`src/rtl/core/acrms_pkg.sv`:
```
// acrms_pkg: widths, reset values, register indexes and shared types for the
// AC RMS voltage monitor. No dependencies; used by every file in rtl/core.
package acrms_pkg;

   // ADC scaling; ADC_FULL_SCALE must be a power of two
   localparam int ADC_FULL_SCALE     = 1024;
   localparam int ADC_SHIFT          = $clog2(ADC_FULL_SCALE);
   localparam int MAX_WINDOW_SAMPLES = 65535;

   // field widths
   localparam int SAMPLE_W = 10;
   localparam int TGT_W    = 8;
   localparam int TIME_W   = 16;
   localparam int CAL_W    = 16;
   localparam int RMS_W    = 14;
   localparam int WS_W     = 16;
   localparam int WS_MAX   = (1 << WS_W) - 1;
   localparam int RMS_MAX  = (1 << RMS_W) - 1;

   // datapath widths
   localparam int CNT_W       = $clog2(MAX_WINDOW_SAMPLES + 1);
   localparam int FRAC_W      = 16;
   localparam int OFS_W       = SAMPLE_W + FRAC_W;
   localparam int FILT_SHIFT  = 10;
   localparam int F_W         = OFS_W - FILT_SHIFT + 1;
   localparam int SQ_W        = 2 * F_W - 1;
   localparam int SUM_W       = 52;
   localparam int ROOT_W      = SUM_W / 2;
   localparam int REM_W       = ROOT_W + 2;
   localparam int STEP_W      = $clog2(SUM_W);
   localparam int DIV_STEPS   = SUM_W;
   localparam int SQRT_STEPS  = ROOT_W;
   localparam int SCALE_SHIFT = 14 + ADC_SHIFT;

   // configuration port
   localparam int CSR_IDX_W  = 3;
   localparam int CSR_DATA_W = 16;

   typedef enum logic [CSR_IDX_W-1:0] {
      CSR_CROSSING_TARGET = 3'd0,
      CSR_TIMEOUT_MS      = 3'd1,
      CSR_CALIBRATION     = 3'd2,
      CSR_FAULT_HIGH      = 3'd3,
      CSR_FAULT_LOW       = 3'd4
   } csr_idx_type;

   typedef enum logic {
      OP_SAMPLE = 1'b0,
      OP_TICK   = 1'b1
   } op_type;

   localparam logic [TGT_W-1:0]  RST_CROSSING_TARGET = 8'd10;
   localparam logic [TIME_W-1:0] RST_TIMEOUT_MS      = 16'd200;
   localparam logic [CAL_W-1:0]  RST_CALIBRATION     = 16'd64819;
   localparam logic [RMS_W-1:0]  RST_FAULT_HIGH      = 14'd2540;
   localparam logic [RMS_W-1:0]  RST_FAULT_LOW       = 14'd1900;

   typedef struct packed {
      logic              done;
      logic [ROOT_W-1:0] root;
   } ds_status_type;

endpackage

```
`src/rtl/core/acrms_div_sqrt.sv`:
```
// acrms_div_sqrt: mean of squares and its integer square root, one bit of the
// quotient or one root digit per cycle through a single shared subtractor.
// Depends on acrms_pkg.
module acrms_div_sqrt (
   input  logic                          clock,
   input  logic                          reset,
   input  logic                          start,
   input  logic [acrms_pkg::SUM_W-1:0]   sum,
   input  logic [acrms_pkg::CNT_W-1:0]   count,
   output acrms_pkg::ds_status_type      status
);
   import acrms_pkg::*;

   typedef enum logic [1:0] {U_IDLE, U_DIV, U_SQRT} ustate_type;

   localparam int SUB_W = REM_W + 2;

   ustate_type        state_ff, state_in;
   logic              done_ff, done_in;
   logic [STEP_W-1:0] step_ff, step_in;
   logic [SUM_W-1:0]  work_ff, work_in;
   logic [REM_W-1:0]  rem_ff, rem_in;
   logic [ROOT_W-1:0] root_ff, root_in;
   logic [CNT_W-1:0]  den_ff, den_in;
   logic [SUB_W-1:0]  sub_a, sub_b;
   logic [SUB_W:0]    sub_diff;
   logic              fits;

   always_comb begin
      sub_a = '0;
      sub_b = '0;
      unique case (state_ff)
         U_DIV: begin
            sub_a = SUB_W'({rem_ff[CNT_W-1:0], work_ff[SUM_W-1]});
            sub_b = SUB_W'(den_ff);
         end
         U_SQRT: begin
            sub_a = {rem_ff, work_ff[SUM_W-1 -: 2]};
            sub_b = SUB_W'({root_ff, 2'b01});
         end
         default: ;
      endcase
      sub_diff = {1'b0, sub_a} - {1'b0, sub_b};
      fits     = ~sub_diff[SUB_W];
   end

   always_comb begin
      state_in = state_ff;
      done_in  = 1'b0;
      step_in  = step_ff;
      work_in  = work_ff;
      rem_in   = rem_ff;
      root_in  = root_ff;
      den_in   = den_ff;
      unique case (state_ff)
         U_IDLE: begin
            if (start) begin
               work_in  = sum;
               den_in   = count;
               rem_in   = '0;
               step_in  = STEP_W'(DIV_STEPS - 1);
               state_in = U_DIV;
            end
         end
         U_DIV: begin
            rem_in  = fits ? REM_W'(sub_diff[CNT_W-1:0]) : REM_W'(sub_a[CNT_W-1:0]);
            work_in = {work_ff[SUM_W-2:0], fits};
            step_in = step_ff - 1'b1;
            if (step_ff == '0) begin
               rem_in   = '0;
               root_in  = '0;
               step_in  = STEP_W'(SQRT_STEPS - 1);
               state_in = U_SQRT;
            end
         end
         U_SQRT: begin
            rem_in  = fits ? sub_diff[REM_W-1:0] : sub_a[REM_W-1:0];
            root_in = {root_ff[ROOT_W-2:0], fits};
            work_in = {work_ff[SUM_W-3:0], 2'b00};
            step_in = step_ff - 1'b1;
            if (step_ff == '0) begin
               done_in  = 1'b1;
               state_in = U_IDLE;
            end
         end
         default: state_in = U_IDLE;
      endcase
   end

   always_ff @(posedge clock) begin
      if (reset) begin
         state_ff <= U_IDLE;
         done_ff  <= 1'b0;
      end else begin
         state_ff <= state_in;
         done_ff  <= done_in;
      end
   end

   always_ff @(posedge clock) begin
      step_ff <= step_in;
      work_ff <= work_in;
      rem_ff  <= rem_in;
      root_ff <= root_in;
      den_ff  <= den_in;
   end

   assign status.done = done_ff;
   assign status.root = root_ff;

endmodule

```
`src/rtl/core/ac_rms_voltage_monitor.sv`:
```
// ac_rms_voltage_monitor: top level. Sync, DC offset tracking, sum of squares
// and window control; RMS scaling and fault check. Depends on acrms_pkg and
// acrms_div_sqrt.
//
// Usage: the req channel carries beats of either an ADC sample (opcode 0,
// with sample and zero_cross_flag) or a millisecond tick (opcode 1). During
// sync every sample becomes the crossing reference; a flagged sample or a
// sync timeout opens a measurement window. A window closes when the crossing
// count reaches crossing_target, on timeout, or at MAX_WINDOW_SAMPLES, and
// then one rsp beat carries rms_tenths, fault, empty_window, window_samples.
// Flow: ticks and sync samples are handled in the idle state; a window sample
// goes through offset update, square and accumulate. Closing a window runs
// 52 divide steps and 26 root steps in the shared divide/root unit, then the
// scaling states; an empty window skips the unit and goes straight to output.
// The rsp beat sits in an output register; if the receiver stalls, the block
// keeps taking req beats and only waits when the next result is ready.
// The csr port writes one register per cycle; use it only while idle.
// Reset (synchronous, active high) restores register defaults and enters sync.
module ac_rms_voltage_monitor (
   input  logic                               clock,
   input  logic                               reset,
   input  logic                               req_valid,
   output logic                               req_ready,
   input  logic                               req_opcode,
   input  logic [acrms_pkg::SAMPLE_W-1:0]     req_sample,
   input  logic                               req_zero_cross_flag,
   output logic                               rsp_valid,
   input  logic                               rsp_ready,
   output logic [acrms_pkg::RMS_W-1:0]        rsp_rms_tenths,
   output logic                               rsp_fault,
   output logic                               rsp_empty_window,
   output logic [acrms_pkg::WS_W-1:0]         rsp_window_samples,
   input  logic                               csr_wr_en,
   input  logic [acrms_pkg::CSR_IDX_W-1:0]    csr_index,
   input  logic [acrms_pkg::CSR_DATA_W-1:0]   csr_wdata
);
   import acrms_pkg::*;

   typedef enum logic [3:0] {
      S_IDLE, S_DC, S_MUL, S_ACC, S_ROOT, S_SCL1, S_SCL2, S_SCL3, S_OUT
   } state_type;

   localparam int PROD_W = CAL_W + ROOT_W;
   localparam int P50_W  = PROD_W + 6;
   localparam logic [P50_W:0] ROUND_HALF = (P50_W + 1)'(1) << (SCALE_SHIFT - 1);

   // control and state
   state_type           state_ff, state_in;
   logic                rsp_valid_ff, rsp_valid_in;
   logic                ds_start_ff, ds_start_in;
   logic                measuring_ff, measuring_in;
   logic [TIME_W-1:0]   elapsed_ff, elapsed_in;
   logic [SAMPLE_W-1:0] ref_ff, ref_in;
   logic [OFS_W-1:0]    dc_ff, dc_in;
   logic                prev_ff, prev_in;
   logic [TGT_W-1:0]    crossing_ff, crossing_in;
   logic [CNT_W-1:0]    count_ff, count_in;
   logic [SUM_W-1:0]    sum_ff, sum_in;
   logic [TGT_W-1:0]    target_ff, target_in;
   logic [TIME_W-1:0]   timeout_ff, timeout_in;
   logic [CAL_W-1:0]    cal_ff, cal_in;
   logic [RMS_W-1:0]    high_ff, high_in;
   logic [RMS_W-1:0]    low_ff, low_in;

   // payload
   logic [SAMPLE_W-1:0] x_ff, x_in;
   logic [SQ_W-1:0]     sq_ff, sq_in;
   logic [PROD_W-1:0]   prod_ff, prod_in;
   logic [P50_W-1:0]    p50_ff, p50_in;
   logic [RMS_W-1:0]    rms_ff, rms_in;
   logic                empty_ff, empty_in;
   logic [RMS_W-1:0]    out_rms_ff, out_rms_in;
   logic                out_fault_ff, out_fault_in;
   logic                out_empty_ff, out_empty_in;
   logic [WS_W-1:0]     out_ws_ff, out_ws_in;

   // datapath
   logic signed [OFS_W:0]     ofs_diff;
   logic signed [OFS_W:0]     leak;
   logic signed [OFS_W:0]     filt_full;
   logic signed [F_W-1:0]     filt;
   logic signed [2*F_W-1:0]   sq_full;
   logic [SUM_W:0]            sum_ext;
   logic [SUM_W-1:0]          sum_sat;
   logic [TIME_W:0]           elapsed_next;
   logic                      above;
   logic [P50_W:0]            rounded;
   logic [P50_W:0]            scaled;
   logic                      fault_now;
   logic                      start_window;
   logic                      finish;
   ds_status_type             ds_status;

   acrms_div_sqrt u_div_sqrt (
      .clock  (clock),
      .reset  (reset),
      .start  (ds_start_ff),
      .sum    (sum_ff),
      .count  (count_ff),
      .status (ds_status)
   );

   assign req_ready = (state_ff == S_IDLE);

   always_comb begin
      ofs_diff     = $signed({1'b0, x_ff, {FRAC_W{1'b0}}}) - $signed({1'b0, dc_ff});
      leak         = ofs_diff >>> ADC_SHIFT;
      filt_full    = ofs_diff >>> FILT_SHIFT;
      filt         = filt_full[F_W-1:0];
      sq_full      = filt * filt;
      sum_ext      = {1'b0, sum_ff} + (SUM_W + 1)'(sq_ff);
      sum_sat      = sum_ext[SUM_W] ? '1 : sum_ext[SUM_W-1:0];
      elapsed_next = {1'b0, elapsed_ff} + 1'b1;
      above        = (x_ff > ref_ff);
      rounded      = {1'b0, p50_ff} + ROUND_HALF;
      scaled       = rounded >> SCALE_SHIFT;
      fault_now    = (rms_ff > high_ff) || ((low_ff != '0) && (rms_ff < low_ff));
   end

   always_comb begin
      state_in     = state_ff;
      rsp_valid_in = rsp_valid_ff & ~rsp_ready;
      ds_start_in  = 1'b0;
      measuring_in = measuring_ff;
      elapsed_in   = elapsed_ff;
      ref_in       = ref_ff;
      dc_in        = dc_ff;
      prev_in      = prev_ff;
      crossing_in  = crossing_ff;
      count_in     = count_ff;
      sum_in       = sum_ff;
      target_in    = target_ff;
      timeout_in   = timeout_ff;
      cal_in       = cal_ff;
      high_in      = high_ff;
      low_in       = low_ff;
      x_in         = x_ff;
      sq_in        = sq_ff;
      prod_in      = prod_ff;
      p50_in       = p50_ff;
      rms_in       = rms_ff;
      empty_in     = empty_ff;
      out_rms_in   = out_rms_ff;
      out_fault_in = out_fault_ff;
      out_empty_in = out_empty_ff;
      out_ws_in    = out_ws_ff;
      start_window = 1'b0;
      finish       = 1'b0;

      if (csr_wr_en) begin
         unique case (csr_index)
            CSR_CROSSING_TARGET: target_in  = csr_wdata[TGT_W-1:0];
            CSR_TIMEOUT_MS:      timeout_in = csr_wdata[TIME_W-1:0];
            CSR_CALIBRATION:     cal_in     = csr_wdata[CAL_W-1:0];
            CSR_FAULT_HIGH:      high_in    = csr_wdata[RMS_W-1:0];
            CSR_FAULT_LOW:       low_in     = csr_wdata[RMS_W-1:0];
            default: ;
         endcase
      end

      unique case (state_ff)
         S_IDLE: begin
            if (req_valid) begin
               x_in = req_sample;
               if (!measuring_ff) begin
                  if (req_opcode == OP_TICK) begin
                     if (elapsed_next > {1'b0, timeout_ff}) begin
                        start_window = 1'b1;
                     end else begin
                        elapsed_in = elapsed_next[TIME_W-1:0];
                     end
                  end else begin
                     ref_in = req_sample;
                     if (req_zero_cross_flag) begin
                        start_window = 1'b1;
                     end
                  end
               end else if (req_opcode == OP_TICK) begin
                  if (elapsed_next >= {1'b0, timeout_ff}) begin
                     finish = 1'b1;
                  end else begin
                     elapsed_in = elapsed_next[TIME_W-1:0];
                  end
               end else begin
                  count_in = count_ff + 1'b1;
                  state_in = S_DC;
               end
            end
         end
         S_DC: begin
            dc_in = dc_ff + leak[OFS_W-1:0];
            if ((count_ff != CNT_W'(1)) && (above != prev_ff) && (crossing_ff != '1)) begin
               crossing_in = crossing_ff + 1'b1;
            end
            prev_in  = above;
            state_in = S_MUL;
         end
         S_MUL: begin
            sq_in    = sq_full[SQ_W-1:0];
            state_in = S_ACC;
         end
         S_ACC: begin
            sum_in = sum_sat;
            if ((crossing_ff >= target_ff) || (32'(count_ff) >= MAX_WINDOW_SAMPLES)) begin
               finish = 1'b1;
            end else begin
               state_in = S_IDLE;
            end
         end
         S_ROOT: begin
            if (ds_status.done) begin
               state_in = S_SCL1;
            end
         end
         S_SCL1: begin
            prod_in  = cal_ff * ds_status.root;
            state_in = S_SCL2;
         end
         S_SCL2: begin
            // x50 as shift-add
            p50_in   = (P50_W'(prod_ff) << 5) + (P50_W'(prod_ff) << 4) + (P50_W'(prod_ff) << 1);
            state_in = S_SCL3;
         end
         S_SCL3: begin
            rms_in   = (scaled > (P50_W + 1)'(RMS_MAX)) ? RMS_W'(RMS_MAX) : scaled[RMS_W-1:0];
            empty_in = 1'b0;
            state_in = S_OUT;
         end
         S_OUT: begin
            if (!rsp_valid_ff || rsp_ready) begin
               rsp_valid_in = 1'b1;
               out_rms_in   = rms_ff;
               out_fault_in = fault_now;
               out_empty_in = empty_ff;
               out_ws_in    = (32'(count_ff) > WS_MAX) ? WS_W'(WS_MAX) : WS_W'(count_ff);
               state_in     = S_IDLE;
            end
         end
         default: state_in = S_IDLE;
      endcase

      if (start_window) begin
         measuring_in = 1'b1;
         elapsed_in   = '0;
         crossing_in  = '0;
         count_in     = '0;
         sum_in       = '0;
      end

      if (finish) begin
         measuring_in = 1'b0;
         elapsed_in   = '0;
         if (count_ff == '0) begin
            rms_in   = '0;
            empty_in = 1'b1;
            state_in = S_OUT;
         end else begin
            ds_start_in = 1'b1;
            state_in    = S_ROOT;
         end
      end
   end

   always_ff @(posedge clock) begin
      if (reset) begin
         state_ff     <= S_IDLE;
         rsp_valid_ff <= 1'b0;
         ds_start_ff  <= 1'b0;
         measuring_ff <= 1'b0;
         elapsed_ff   <= '0;
         ref_ff       <= '0;
         dc_ff        <= '0;
         prev_ff      <= 1'b0;
         crossing_ff  <= '0;
         count_ff     <= '0;
         sum_ff       <= '0;
         target_ff    <= RST_CROSSING_TARGET;
         timeout_ff   <= RST_TIMEOUT_MS;
         cal_ff       <= RST_CALIBRATION;
         high_ff      <= RST_FAULT_HIGH;
         low_ff       <= RST_FAULT_LOW;
      end else begin
         state_ff     <= state_in;
         rsp_valid_ff <= rsp_valid_in;
         ds_start_ff  <= ds_start_in;
         measuring_ff <= measuring_in;
         elapsed_ff   <= elapsed_in;
         ref_ff       <= ref_in;
         dc_ff        <= dc_in;
         prev_ff      <= prev_in;
         crossing_ff  <= crossing_in;
         count_ff     <= count_in;
         sum_ff       <= sum_in;
         target_ff    <= target_in;
         timeout_ff   <= timeout_in;
         cal_ff       <= cal_in;
         high_ff      <= high_in;
         low_ff       <= low_in;
      end
   end

   always_ff @(posedge clock) begin
      x_ff         <= x_in;
      sq_ff        <= sq_in;
      prod_ff      <= prod_in;
      p50_ff       <= p50_in;
      rms_ff       <= rms_in;
      empty_ff     <= empty_in;
      out_rms_ff   <= out_rms_in;
      out_fault_ff <= out_fault_in;
      out_empty_ff <= out_empty_in;
      out_ws_ff    <= out_ws_in;
   end

   assign rsp_valid          = rsp_valid_ff;
   assign rsp_rms_tenths     = out_rms_ff;
   assign rsp_fault          = out_fault_ff;
   assign rsp_empty_window   = out_empty_ff;
   assign rsp_window_samples = out_ws_ff;

endmodule

```
`config.mk`:
```
export PLATFORM = sky130hd
export DESIGN_NAME = ac_rms_voltage_monitor
export DESIGN_NICKNAME = d
export VERILOG_FILES = /design/src/rtl/core/acrms_pkg.sv /design/src/rtl/core/acrms_div_sqrt.sv /design/src/rtl/core/ac_rms_voltage_monitor.sv
export SDC_FILE = /design/constraint.sdc
export NUM_CORES = 2
export LEC_CHECK = 0
export ABC_AREA = 1
export BUFFER_PORTS_ARGS = -buffer_cell sky130_fd_sc_hd__buf_2
export CORE_ASPECT_RATIO = 1.5
export CORE_MARGIN = 2
export CORE_UTILIZATION = 42
export CTS_CLUSTER_DIAMETER = 30
export CTS_CLUSTER_SIZE = 30
export DETAILED_ROUTE_END_ITERATION = 7
export GPL_ROUTABILITY_DRIVEN = 0
export GPL_TIMING_DRIVEN = 0
export SYNTH_ARGS = -nofsm -noshare
export SYNTH_HDL_FRONTEND = slang
export SYNTH_HIERARCHICAL = 1
export SYNTH_SLANG_ARGS = --single-unit
```
`constraint.sdc`:
```
create_clock -name clock -period 8 [get_ports clock]
set_clock_uncertainty 0.15 [all_clocks]
set_input_delay 2 -clock clock [delete_from_list [all_inputs] [get_ports clock]]
set_output_delay 2 -clock clock [all_outputs]
set_load 0.005 [all_outputs]
```
======== After elaboration in Yosys (flattened, before gate mapping) ========
Cells that the tools add are included.
word-level totals
  flip-flop bits (word level) ............. 515
  input port bits ......................... 36
  output and inout port bits .............. 34
  word-level logic and storage cells ...... 181
operators by class
  $add $sub $neg .......................... 11
  multiply operators ...................... 2
  $lt $le $gt $ge ......................... 8
  equality and inequality tests ........... 28
  muxes and demuxes ....................... 56
  bitwise operators ....................... 7
  reductions and logical operators ........ 36
operator list
  cell                                                              number
  case mux 52 bit (3 select lines)                                  1
  two-way mux 52 bit                                                2
  two-way mux 16 bit                                                6
  two-way mux 28 bit                                                3
  case mux 28 bit (3 select lines)                                  1
  case mux 30 bit (2 select lines)                                  1
  two-way mux 14 bit                                                4
  case mux 28 bit (2 select lines)                                  1
  adder 52 x 33 -> 53 bit                                           1
  case mux 26 bit (2 select lines)                                  1
  adder 48 x 24 -> 49 bit (second input constant)                   1
  adder 47 x 46 -> 48 bit                                           1
  adder 48 x 43 -> 48 bit                                           1
  multiplier 16 x 26 -> 42 bit                                      1
  case mux 4 bit (9 select lines)                                   1
  multiplier 17 x 17 -> 33 bit                                      1
  two-way mux 4 bit                                                 8
  subtractor 30 x 28 -> 31 bit                                      1
  subtractor 26 x 26 -> 27 bit                                      1
  adder 26 bit                                                      1
  two-way mux 26 bit                                                1
  greater-than comparator 25 x 14 -> 1 bit (second input constant)  1
  AND reduction 2 bit                                               11
  two-way mux 1 bit                                                 18
  52 further kinds                                                  79

======== Depth between registers and ports, before layout ========
  depth in word-level cells ............... 9
  depth in mapped cells ................... 37

======== Hierarchy ========
The synthesis kept the hierarchy.
modules (own cells, without submodules)
  module                  times used  cells an instance  area each (µm²)  sequential area each (µm²)
  ac_rms_voltage_monitor  1           6,047              47,165.2         8,618.3
  acrms_div_sqrt          1           1,050              8,323.0          3,903.7

======== Worst setup path after synthesis ========
OpenSTA, ideal clock, no wires.
  path type ............................... reg2reg
  start ................................... register x_ff[5]
  end ..................................... register sq_ff[30], data pin
  data arrival time ....................... 6,860 ps
  setup slack ............................. 728 ps
  stages on the path, launching flop included .. 27
  buffers on the path ..................... 1
  clock period less this slack ............ 7,272 ps
  path through ............................ edfxtp_1 -> ha_1 -> a21oi_1 -> o21ai_0 -> nand2_1 -> nand3_1 -> a21oi_1 -> nand2_1 -> clkbuf_1 -> nor2_1 -> fa_1 -> fa_1 -> fa_1 -> fa_1 -> fa_1 -> inv_1 -> fa_1 -> inv_1 -> ha_1 -> nand2_1 -> nor4_1 -> nand3_1 -> nand3_1 -> nand2_1 -> nand2_1 -> a21oi_1 -> xor2_1
between the ends
  cells in the longest elaborated chain, start to end .. 2
RTL lines
  element                       RTL line                       source
  from (decl)                   ac_rms_voltage_monitor.sv:66   logic [SAMPLE_W-1:0] x_ff, x_in;
  from (signal assigned)        ac_rms_voltage_monitor.sv:303  x_ff <= x_in;
  subtractor 26 x 26 -> 27 bit  ac_rms_voltage_monitor.sv:106  ofs_diff = $signed({1'b0, x_ff, {FRAC_W{1'b0}}}) - $signed({1'b0, dc_ff});
  multiplier 17 x 17 -> 33 bit  ac_rms_voltage_monitor.sv:110  sq_full = filt * filt;
  net sq_full[30]               ac_rms_voltage_monitor.sv:82   logic signed [2*F_W-1:0] sq_full;
  to (signal assigned)          ac_rms_voltage_monitor.sv:304  sq_ff <= sq_in;
  to (decl)                     ac_rms_voltage_monitor.sv:67   logic [SQ_W-1:0] sq_ff, sq_in;
The timed path passes the listed nets, and every way through them passes these cells.
A chain may end at the register's enable or synchronous reset.

======== Worst setup path in the final report ========
  start ................................... register x_ff[0]
  end ..................................... register sq_ff[30], data pin
The elaborated chain is that of the path after synthesis.

==> results.md <==
- Starting density of the core: 0.422
- Top cell type's share of synthesized area: 0.229
- DRT iter0 DRCs: between 3k and 4k
- Post-synthesis register bit count: 491
- Max cap viols: 0
- Clock Path Buffers: 3
- Core Region: approximately 130000 µm²
- Fin. max-slew vios: 0
- First-pass GRT wire length: 271000 µm
- Reg2reg setup slack: just over 0.3 ns
- Antenna violations before repair: 15
- Wirelength per Cell: 19.0 µm
- Via Count: 47.4k
- Crit path max fanout: 10
- Crit path time final: between 7 and 8 ns
- Total gr overflow: 0
- Post-synth EDFFs: 269
- Layout cells sized above 1: 0.0732
- Vias per inst: about 5.2
- Post-synthesis async set-or-reset flop share: 0
- Largest net degree at the start of global routing: 35
- TNS Setup: 0 ns
- Main flop type after synthesis: edfxtp_1
- Worst setup EP type: flop
- CP arrival: 7.95 ns
- Vias in the first global route: ~50k
- Clock latency at the later pin of the worst-skew pair: 0.69 ns
- Site row count: 163
- CP Launch Type: flop
- Fmax: approximately 0.13 GHz
- Delay of the slowest critical-path stage: 0.58 ns
- WL final: 173000 µm
- Most frequent CP cell: fa_1
- Finish-stage setup viols: 0
- TritonCTS clock tree: done
- CP max-delay cell: fa_1
- Post-Syn Nets: 8178
- Max_slew headroom: 0.353
- Reg2reg start: x_ff[0]$_DFFE_PP_
- Worst slew pin tran: 0.967 ns
- DP HPWL: between 100000 and 150000 µm
- Root Driver: clkbuf_16
- Critical path type: flop to flop
- Hold crit path type: flop to flop
- Hold buffer count at cts: 0
- GRT Overall Usage: 0.260
- Synthesized cell area: 55500 µm²
- Area contributors post-synth: fa_1 (23%), edfxtp_1 (15%), nand2_1 (11%)
- Seq/Total Area, Yosys: 0.226
- First drt pass iteration count: 6
- Req. time, crit path: approximately 8.3 ns
- Syn Area/Cell: 7.82 µm²
- Clock transition at path regs: approximately 0.050 ns
- Routed Antenna Nets: 0
- Port bufs: 68
- # DRC: 0
- Largest area contributor in the netlist: fa_1
- Hold path startpoint: ref_ff[0]$_SDFFE_PP0P_
- Post-synth cell types: 63
- Final period util: 0.962
- # nets final: 8378
- Sink Count: 491
- Ports: 70
- Die Y: around 450 µm
- CP startpoint: x_ff[0]$_DFFE_PP_
- Synth warnings: 6
- Status: finished, final reports clean
- Mapped Cells: 7097
- Die X: 301 µm
- Area grow syn2layout: 11.9%
- TritonCTS buffer count: 94
- DIE AREA: 135000 µm²
- H-tree depth: 3
- # fillers: 13.1k
- Final Hold Fails: 0
==> worst max-delay path, delay by kind of cell, from the launching register on <==
kind / cells / cell delay (ns)
AO/OA/AOI/OAI: 2 / 0.32
XOR/XNOR: 2 / 0.47
adder cells (fa/ha/maj): 8 / 3.88
buffers and inverters: 7 / 0.60
flip-flops: 1 / 0.50
AND/OR/NAND/NOR: 9 / 1.50
==> synthesized netlist by cell type (all sizes together) (84+ instances only) <==
| library cell | number |
|---|---|
| a21oi | 377 |
| clkbuf | 161 |
| dfxtp | 222 |
| edfxtp | 269 |
| fa | 636 |
| ha | 409 |
| inv | 1553 |
| nand2 | 1617 |
| nand3 | 224 |
| nand4 | 95 |
| nor2 | 614 |
| nor3 | 84 |
| o21ai | 291 |
| xor2 | 133 |
==> per-layer routing <==
| metal | GRT usage | wire length, µm | vias to the layer above | share of wire |
|---|---|---|---|---|
| met4 | 0.170 | 13000 | 6 | 0.075 |
| met1 | 0.282 | 62300 | 22800 | 0.36 |
| met3 | 0.0355 | 8860 | 525 | 0.051 |
| met2 | 0.469 | 89200 | 1545 | 0.51 |
| li1 | - | - | 22561 | - |
| met5 | 0 | 40 | - | 0.00023 |
==> registers in the layout (all words and copies together) (netlist names), 25 cells and up <==
| register | cells |
|---|---|
| u_div_sqrt/root_ff | 26 |
| sq_ff | 32 |
| sum_ff | 52 |
| u_div_sqrt/rem_ff | 28 |
| p50_ff | 25 |
| dc_ff | 26 |
| prod_ff | 42 |
| u_div_sqrt/work_ff | 52 |
==> timing repair <==
action                                  4_1_cts  5_1_grt
pin swaps                                     1       15
setup buffers                                 8       17
endpoints found under the setup margin       13       12
cloned                                        0        0
endpoints found under the hold margin         0        0
resized for setup                            23       76
==> layout by cell type (no fill, tap or decap), types with 53 or more instances in the layout <==
master,count
nor3_1,71
a21oi_2,53
o21ai_0,252
xor2_1,128
ha_1,398
buf_2,78
edfxtp_1,269
nand2_1,1584
xnor2_1,61
clkbuf_16,98
fa_1,626
clkbuf_1,170
dfxtp_1,222
nand3_1,217
inv_1,1530
nor2_1,567
nand4_1,94
a21oi_1,324
==> per-stage QoR <==
stage / instance area, µm² / worst slack, ns / cells / hold slack [ns] / utilization
2_1_floorplan: 55500 / 0.728 / 7097 / 0.259 / -
3_3_place_gp: 58000 / -0.861 / 8897 / 0.292 / 0.442
3_5_place_dp: 58200 / -0.883 / 8908 / 0.294 / 0.443
4_1_cts: 61700 / 0.0230 / 9092 / 0.305 / 0.470
5_1_grt: 62100 / -0.0537 / 9112 / 0.325 / 0.473
6_report: 62100 / 0.302 / 9117 / 0.301 / 0.473
==> logic make-up (layout without fill, tap and decap cells) <==
family | after synthesis | count (layout) | share of synthesized area
compound gates | 905 | 905 | 0.0960
xor+xnor | 194 | 194 | 0.0317
fa+ha+maj | 1045 | 1045 | 0.322
buf+inv | 1771 | 2051 | 0.124
flops | 491 | 491 | 0.226
other cells | 0 | 8 | 0
simple gates | 2691 | 2691 | 0.201
==> path summary, 6_finish.rpt <==
kind | end | cells after the start
worst max-delay path | sq_ff[30]$_DFFE_PP_ | 28
worst min-delay path | ref_ff[0]$_SDFFE_PP0P_ | 2
worst max register to register | sq_ff[30]$_DFFE_PP_ | 28
worst min register to register | ref_ff[0]$_SDFFE_PP0P_ | 2
==> final cells by class <==
cell class | count | area, µm² | area share
timing repair buffer | 104 | 727 | 0.0117
sequential | 491 | 12500 | 0.202
clock buffer | 111 | 2520 | 0.0406
buffer | 214 | 1060 | 0.0171
antenna | 8 | 20.0 | 0.000322
tap | 1732 | 2170 | 0.0349
clock inverter | 65 | 785 | 0.0126
multi-input combinational | 4835 | 36500 | 0.587
inverter | 1557 | 5860 | 0.0944
Power is left out: the tool's default activity adds up to more than one toggle a clock period on the data nets, which glitch-free logic cannot reach.
